==> src/rtl/smdu_pkg.sv <==
// Types and constants for the serial multiply/divide unit.
`timescale 1ns / 1ps
package smdu_pkg;

  localparam logic [1:0] OP_TICK = 2'd0;
  localparam logic [1:0] OP_MUL  = 2'd1;
  localparam logic [1:0] OP_DIV  = 2'd2;

  localparam logic [3:0] MUL_STEPS = 4'd8;
  localparam logic [4:0] DIV_STEPS = 5'd16;

  typedef struct packed {
    logic [1:0]  opcode;
    logic [7:0]  factor_a;
    logic [7:0]  factor_b_or_divisor;
    logic [15:0] dividend;
  } smdu_req_t;

  typedef struct packed {
    logic [15:0] low_result;
    logic [15:0] high_result;
    logic        busy_res;
  } smdu_rsp_t;

endpackage

==> src/rtl/serial_multiply_divide_unit.sv <==
// Top level of the bit-serial 8x8 multiplier and 16/8 restoring divider.
//
//   channel  | signals                         | moves
//   ---------+---------------------------------+-----------------------------
//   in       | in_valid_i  in_ready_o  in_req_i | one request: tick, start or no-op
//   out      | out_valid_o out_ready_i out_rsp_o| one response per request
//
// One request per cycle while in_ready_o is high; its response is registered and appears in the cycle after acceptance.
// Each tick does one shift-add or compare-subtract step on the state registers while a count is nonzero.
// A multiply needs 8 ticks after its start, a divide 16.
// in_ready_o is low only while the output register holds an untaken response.
// Reset clears the state registers and the output valid flag, but not the response payload.
`timescale 1ns / 1ps
module serial_multiply_divide_unit (
  input  logic                clk_i,
  input  logic                rst_ni,
  input  logic                in_valid_i,
  output logic                in_ready_o,
  input  smdu_pkg::smdu_req_t in_req_i,
  output logic                out_valid_o,
  input  logic                out_ready_i,
  output smdu_pkg::smdu_rsp_t out_rsp_o
);
  import smdu_pkg::*;

  logic [15:0] prod_q, prod_d;
  logic [15:0] quot_q, quot_d;
  logic [23:0] shift_q, shift_d;
  logic [3:0]  mul_cnt_q, mul_cnt_d;
  logic [4:0]  div_cnt_q, div_cnt_d;
  logic [23:0] shift_dn;
  logic        out_valid_q;
  smdu_rsp_t   rsp_q;
  logic        accept;

  assign in_ready_o  = !out_valid_q || out_ready_i;
  assign accept      = in_valid_i && in_ready_o;
  assign out_valid_o = out_valid_q;
  assign out_rsp_o   = rsp_q;
  assign shift_dn    = {1'b0, shift_q[23:1]};

  // Multiply and divide counts are never both nonzero.
  always_comb begin
    prod_d    = prod_q;
    quot_d    = quot_q;
    shift_d   = shift_q;
    mul_cnt_d = mul_cnt_q;
    div_cnt_d = div_cnt_q;
    case (in_req_i.opcode)
      OP_TICK: begin
        if (mul_cnt_q != 4'd0) begin
          mul_cnt_d = mul_cnt_q - 4'd1;
          if (quot_q[0]) begin
            prod_d = prod_q + shift_q[15:0];
          end
          quot_d  = {1'b0, quot_q[15:1]};
          shift_d = {shift_q[22:0], 1'b0};
        end else if (div_cnt_q != 5'd0) begin
          div_cnt_d = div_cnt_q - 5'd1;
          shift_d   = shift_dn;
          quot_d    = {quot_q[14:0], 1'b0};
          if ({8'd0, prod_q} >= shift_dn) begin
            prod_d    = prod_q - shift_dn[15:0];
            quot_d[0] = 1'b1;
          end
        end
      end
      OP_MUL: begin
        prod_d    = '0;
        quot_d    = {in_req_i.factor_b_or_divisor, in_req_i.factor_a};
        shift_d   = {16'd0, in_req_i.factor_b_or_divisor};
        mul_cnt_d = MUL_STEPS;
        div_cnt_d = '0;
      end
      OP_DIV: begin
        prod_d    = in_req_i.dividend;
        shift_d   = {in_req_i.factor_b_or_divisor, 16'd0};
        div_cnt_d = DIV_STEPS;
        mul_cnt_d = '0;
      end
      default: ;
    endcase
  end

  always_ff @(posedge clk_i or negedge rst_ni) begin
    if (!rst_ni) begin
      prod_q      <= '0;
      quot_q      <= '0;
      shift_q     <= '0;
      mul_cnt_q   <= '0;
      div_cnt_q   <= '0;
      out_valid_q <= 1'b0;
    end else begin
      if (accept) begin
        prod_q      <= prod_d;
        quot_q      <= quot_d;
        shift_q     <= shift_d;
        mul_cnt_q   <= mul_cnt_d;
        div_cnt_q   <= div_cnt_d;
        out_valid_q <= 1'b1;
      end else if (out_ready_i) begin
        out_valid_q <= 1'b0;
      end
    end
  end

  // Response payload, no reset needed.
  always_ff @(posedge clk_i) begin
    if (accept) begin
      rsp_q.low_result  <= prod_d;
      rsp_q.high_result <= quot_d;
      rsp_q.busy_res    <= (mul_cnt_d != 4'd0) || (div_cnt_d != 5'd0);
    end
  end

endmodule

==> config.mk <==
export PLATFORM = sky130hd
export DESIGN_NAME = serial_multiply_divide_unit
export DESIGN_NICKNAME = d
export VERILOG_FILES = /design/src/rtl/smdu_pkg.sv /design/src/rtl/serial_multiply_divide_unit.sv
export SDC_FILE = /design/constraint.sdc
export NUM_CORES = 1
export LEC_CHECK = 0
export ABC_AREA = 1
export BUFFER_PORTS_ARGS = -buffer_cell sky130_fd_sc_hd__buf_2
export CORE_MARGIN = 3
export CORE_UTILIZATION = 40
export CTS_BUF_LIST = sky130_fd_sc_hd__clkbuf_4 sky130_fd_sc_hd__clkbuf_8
export CTS_CLUSTER_SIZE = 30
export DETAILED_ROUTE_END_ITERATION = 10
export SLEW_MARGIN = 20
export SYNTH_ARGS = -nofsm -noshare
export SYNTH_HDL_FRONTEND = slang
export SYNTH_SLANG_ARGS = --single-unit
==> constraint.sdc <==
create_clock -name clk_i -period 5 [get_ports clk_i]
set_clock_uncertainty 0.05 [all_clocks]
set_input_delay 0.5 -clock clk_i [delete_from_list [all_inputs] [get_ports clk_i]]
set_output_delay 0.5 -clock clk_i [all_outputs]
set_load 0.02 [all_outputs]
# Word level (Yosys, flattened, before mapping)
# Index checks and enable logic that the tools add are counted.
# W data, S select, Z words.
word_totals:
  out_inout_bits: 35
  wordCells: 48
  inputBits: 38
  register_bits: 99
classes:
  n_reduce_logical: 12
  mux: 19
  eq_ne: 3
  add_sub_neg: 4
  n_lt_le_gt_ge: 1
op_table:
  columns: ["op", "count"]
  rows:
  - ["$mux W16", 6]
  - ["$pmux W24 S3", 1]
  - ["$mux W24", 2]
  - ["$pmux W16 S3", 1]
  - ["$pmux W16 S2", 1]
  - ["$ge A16 B23 Y1", 1]
  - ["$add A16 B16 Y16", 1]
  - ["$sub A16 B16 Y16", 1]
  - ["$pmux W5 S3", 1]
  - ["$pmux W4 S3", 1]
  - ["$mux W5", 2]
  - ["$reduce_bool A5 Y1", 2]
  - ["$reduce_bool A4 Y1", 2]
  - ["$sub A5 B1 Y5 const B", 1]
  - ["$mux W4", 1]
  - ["$sub A4 B1 Y4 const B", 1]
  - ["$mux W1", 3]
  - ["$ne A3 B3 Y1 const B", 1]
  - ["$reduce_and A3 Y1", 1]
  - ["$reduce_bool A3 Y1", 1]
  - ["$eq A2 B1 Y1 const B", 1]
  - ["$eq A2 B2 Y1 const B", 1]
  - ["$logic_not A2 Y1", 1]
  - ["$logic_or A1 B1 Y1", 2]
  - ["3 further kinds", 3]

# Logic depth before layout (Yosys ltp)
logic_depth:
  depth_word: 6
  mapped_depth: 18
  depth_no_buf: 18

# Least setup slack after synthesis
# Ideal clock, no wire load.
synth_path:
  path_type: "register to register"
  from: "register prod_q[6]"
  to: "register rsp_q, in the netlist out_rsp_o[24], data pin"
  path_stages_with_launch: 13
  arrival_ns: 1.850
  synth_period_minus_slack_ns: 2.159
  path_slack_ns: 2.841
  required_ns: 4.690
  path_cell_list: "dfrtp_1 ha_1 nand2_1 inv_1 a21oi_2 nand2_2 nand2_1 nand2_1 nand2_4 nand2_4 buf_8 a21oi_1 nand2_1"
synth_between:
  elab_chain_len: 5
  elab_cells_between_ends: 8
  cone_classes: "add/sub: 2; order compare: 1; mux: 5"
synth_lines:
  columns: ["item", "line_no", "text"]
  rows:
  - ["start: declaration", "serial_multiply_divide_unit.sv:26", "logic [15:0] prod_q, prod_d;"]
  - ["start signal: assignment", "serial_multiply_divide_unit.sv:95", "prod_q <= prod_d;"]
  - ["$ge A16 B23 Y1 or $sub A16 B16 Y16 (tied branches)", "serial_multiply_divide_unit.sv:62, serial_multiply_divide_unit.sv:63", null]
  - ["$mux W16", "serial_multiply_divide_unit.sv:62", "if ({8'd0, prod_q} >= shift_dn) begin"]
  - ["$mux W16", "serial_multiply_divide_unit.sv:58", "end else if (div_cnt_q != 5'd0) begin"]
  - ["$mux W16 *", "serial_multiply_divide_unit.sv:51", "if (mul_cnt_q != 4'd0) begin"]
  - ["$pmux W16 S3 *", "serial_multiply_divide_unit.sv:49", "case (in_req_i.opcode)"]
  - ["net prod_d[7]", "serial_multiply_divide_unit.sv:26", null]
  - ["end: declaration", "serial_multiply_divide_unit.sv:33", "smdu_rsp_t rsp_q;"]
# The timed path passes the listed nets; every way through them passes the cells marked *.
# A chain may end at the register's enable or synchronous reset.

# Worst setup path after layout
layout_path:
  from: "register mul_cnt_q[0]"
  to: "register shift_q[5]"
layout_between:
  elab_chain_len: 3
  elab_cells_between_ends: 5
  cone_classes: "eq/ne: 1; mux: 2; reduce/logical: 2"
layout_lines:
  columns: ["item", "line_no", "text"]
  rows:
  - ["start: declaration", "serial_multiply_divide_unit.sv:29", "logic [3:0] mul_cnt_q, mul_cnt_d;"]
  - ["start signal: assignment", "serial_multiply_divide_unit.sv:98", "mul_cnt_q <= mul_cnt_d;"]
  - ["$reduce_bool A4 Y1 *", "serial_multiply_divide_unit.sv:51", null]
  - ["$ne A3 B3 Y1 (no line) or $mux W24 (tied branches)", null, null]
  - ["$reduce_and A3 Y1 (no line) or $pmux W24 S3 (tied branches)", null, null]
  - ["end signal: assignment", "serial_multiply_divide_unit.sv:97", "shift_q <= shift_d;"]
  - ["end: declaration", "serial_multiply_divide_unit.sv:28", "logic [23:0] shift_q, shift_d;"]
# Every way passes the cells marked *; elsewhere a longest branch is shown, timed or not.

==> flow_metrics.py <==
metrics = {
    "status": {
        "outcome": "completed",
    },
    "global_route": {
        "antenna_found_initial": 0,
        "use_met3_pct": 3.663,
        "grt_pass1_wl_um": 36670,
        "busiest_layer": "met2",
        "gr-total-overflow": 0,
        "grtUsageMet1_pct": 34.04,
        "grt_max_degree": 87,
        "grt_pass1_vias": 6660,
        "globalRouteMet2Util_pct": 35.53,
        "track_usage_pct": 23.10,
    },
    "pwr": {
        "switchingPower_mw": 2.515,
        "total_leakage_power_nw": 4.005,
        "p_total_mw": 4.813,
        "combinationalPowerShare_pct": 59.6,
        "pwr-share-seq_pct": 28.5,
        "p_clk_share_pct": 11.9,
        "ir_drop_mv": 0.3187,
        "power_density_nw_per_um2": 590.6,
        "swShare_pct": 52.25,
        "p_int_mw": 2.298,
    },
    "synth": {
        "ys_ff_latch": 99,
        "synth_common_cells": "nand2_1 (311), inv_1 (135), nand3_1 (97), o21ai_0 (79), nor2_1 (68)",
        "synth_most_common_cell": "nand2_1",
        "avgSynthCellArea_um2": 7.021,
        "async_reset_ff_share_pct": 66.67,
        "synth-seq-area-share_pct": 35.68,
        "syn_nets": 1132,
        "synth_top_area_share_pct": 22.30,
        "synth_area_leaders": "dfrtp_1 (22%), nand2_1 (16%), edfxtp_1 (13%), inv_1 (6.8%), nand3_1 (6.6%)",
        "netlist.top_cell.by_area": "dfrtp_1",
        "yosysWarnings": 0,
        "synthesis.instances": 1055,
        "synth_edf_count": 33,
        "synth_cell_type_count": 45,
        "synth_area_um2": 7407,
        "synth_top_flop_cell": "dfrtp_1",
    },
    "critical_path": {
        "path_class": "reg -> reg",
        "critPathRequiredTime_ps": 5270,
        "cp-startpoint": "mul_cnt_q[0]",
        "arrival_ps": 3310,
        "start_kind": "flop",
        "r2r-start": "mul_cnt_q[0]",
        "path_max_fanout": 48,
        "endpoint_kind": "flop",
    },
    "placed_design": {
        "place_area_um2": 7938,
        "dp_hpwl_um": 16490,
        "place_ws_ps": 1636,
        "place.port_buffers": 72,
        "place.gp.congestion": 0.9683,
    },
    "clock_network": {
        "tritoncts": "built",
        "numCtsBuffers": 9,
        "cts_sinks": 99,
        "clockBufferDepth": 2,
        "cts_resized": 0,
        "cts_root_buf": "clkbuf_8",
        "clock_latency_ps": 390,
        "hold_buffers": 0,
        "h-tree-depth": 3,
        "path_clk_slew_ps": 100,
        "post_cts_buffers": 0,
    },
    "flow_run": {
        "maxCapViolCount": 0,
    },
    "finish": {
        "final_net_count": 1182,
        "area_delta_synth_final_pct": 10.02,
        "utilization_pct": 45.06,
        "n_fill_cell": 1892,
        "drive_above_1_share_pct": 10.72,
        "diodes": 0,
        "postLayoutCellArea_um2": 8149,
        "multiInputGateArea_um2": 4063,
        "ff_latch_area_um2": 2643,
    },
    "sta": {
        "finalCritPeriodShare_pct": 60.84,
        "setup_viol": 0,
        "relSlewSlack_pct": 34.46,
        "setup_ws_ps": 1958,
        "rsz0062_at_grt": "no",
        "slew_violations": 0,
        "setup_tns_ps": 0,
        "min_period_ps": 3042,
        "finalHoldViolCount": 0,
        "tightest_slew_ps": 983.2,
        "max_freq_mhz": 328.7,
    },
    "die": {
        "core_um2": 18090,
        "top_level_ports": 73,
        "fp-row-count": 49,
        "die_area_um2": 20190,
        "die_w_um": 142.1,
        "fp.dieH_um": 142.1,
        "start_util_pct": 40.95,
    },
    "detailed_routing": {
        "drc": 0,
        "postRouteWirelength_um": 23080,
        "wl_per_cell_um": 17.24,
        "vias": 7229,
        "drtPass1Iterations": 6,
        "antenna_left": 0,
        "first_iter_violations": 624,
        "viasPerCell": 5.399,
    },
    "hold_path": {
        "holdCritPathClass": "in -> async",
    },
}
-- power by group through the flow --
stage	Sequential [mW]	Combinational [mW]	Clock, mW
after floorplan	1.34	2.10	0
after global placement	1.39	2.81	0
after detailed placement	1.38	2.83	0
after CTS	1.37	2.84	0.591
after global routing	1.40	3.25	0.616
final	1.37	2.87	0.573
-- metal layers --
layer  share of wire, %  wire, um  vias to the layer above
met5                  0         0                        -
met4                1.8       425                        0
met3                5.2      1193                       28
met2                 45     10280                      234
met1                 48     11180                     3358
li1                   -         -                     3609
-- critical path, stage by stage, from the launching register on --
cell      delay, ps
dfrtp_1         370
inv_1            70
ha_1            230
nand3_2          80
buf_4           470
nor2_1          250
nor2_1          140
inv_1           100
o21ai_1          90
nand2_1         190
inv_2           520
o311ai_0        260
o21ai_1         130
-- through the flow --
step | hold WS, ps | instances
floorplan | 154.4 | 1055
global placement | 448.5 | 1323
detailed placement | 451.9 | 1323
CTS | 301.3 | 1339
global route | 324.1 | 1339
finish | 253.5 | 1339
-- placed cells by master (no fill, tap or decap), types with 3 or more instances in the layout --
| master | Yosys | layout |
|---|---|---|
| nor3_1 | 6 | 6 |
| buf_4 | 0 | 8 |
| o221ai_1 | 14 | 14 |
| nor2_2 | 3 | 3 |
| o211ai_1 | 19 | 19 |
| buf_2 | 13 | 72 |
| o21ai_0 | 79 | 79 |
| clkbuf_8 | 0 | 11 |
| xnor2_1 | 7 | 7 |
| o21ai_1 | 6 | 6 |
| nand3b_1 | 4 | 4 |
| a22oi_1 | 3 | 3 |
| nand2_1 | 311 | 311 |
| o21bai_1 | 3 | 3 |
| a21oi_1 | 58 | 58 |
| o22ai_1 | 6 | 6 |
| clkinv_1 | 3 | 3 |
| nand3_1 | 97 | 96 |
| dfrtp_1 | 66 | 66 |
| nand4_1 | 15 | 15 |
| o311ai_0 | 7 | 7 |
| ha_1 | 37 | 37 |
| nor2_1 | 68 | 68 |
| inv_1 | 135 | 135 |
| xor2_1 | 8 | 8 |
| edfxtp_1 | 33 | 33 |
-- logic make-up (layout without fill, tap and decap cells) --
| kind of cell | after synthesis | in the layout | synth area share [%] |
|---|---|---|---|
| adders and majority gates | 39 | 39 | 6.791 |
| buffers and inverters | 181 | 236 | 9.544 |
| xor gates and xnor gates | 15 | 15 | 1.774 |
| DFF | 99 | 99 | 35.68 |
| AOI/OAI and AO/OA | 206 | 206 | 16.66 |
| and+or+nand+nor | 515 | 515 | 29.56 |
-- final timing paths --
path                           endpoint  slack (ps)  cells after the start
max                          shift_q[5]        1960                     12
min reg2reg                mul_cnt_q[0]         470                      2
max in group asynchronous    prod_q[15]        4020                      2
min                           quot_q[4]         250                      2
min in group clk_i          out_valid_o         340                      4
max reg2reg                  shift_q[5]        1960                     12
-- cell type report --
class / count / area share, %
sequential: 99 / 32.43
clock buffer: 11 / 1.858
timing repair buffer: 80 / 5.159
tap: 229 / 3.516
multi-input combinational: 775 / 49.85
inverter: 140 / 6.449
clock inverter: 5 / 0.7370
-- state kept, by name, indices dropped and copies added (netlist names) --
name	cells
out_rsp_o	33
shift_q	24
prod_q	16
quot_q	16
div_cnt_q	5
mul_cnt_q	4
out_valid_o	1
Note: power is estimated with default switching activity, not from simulation.
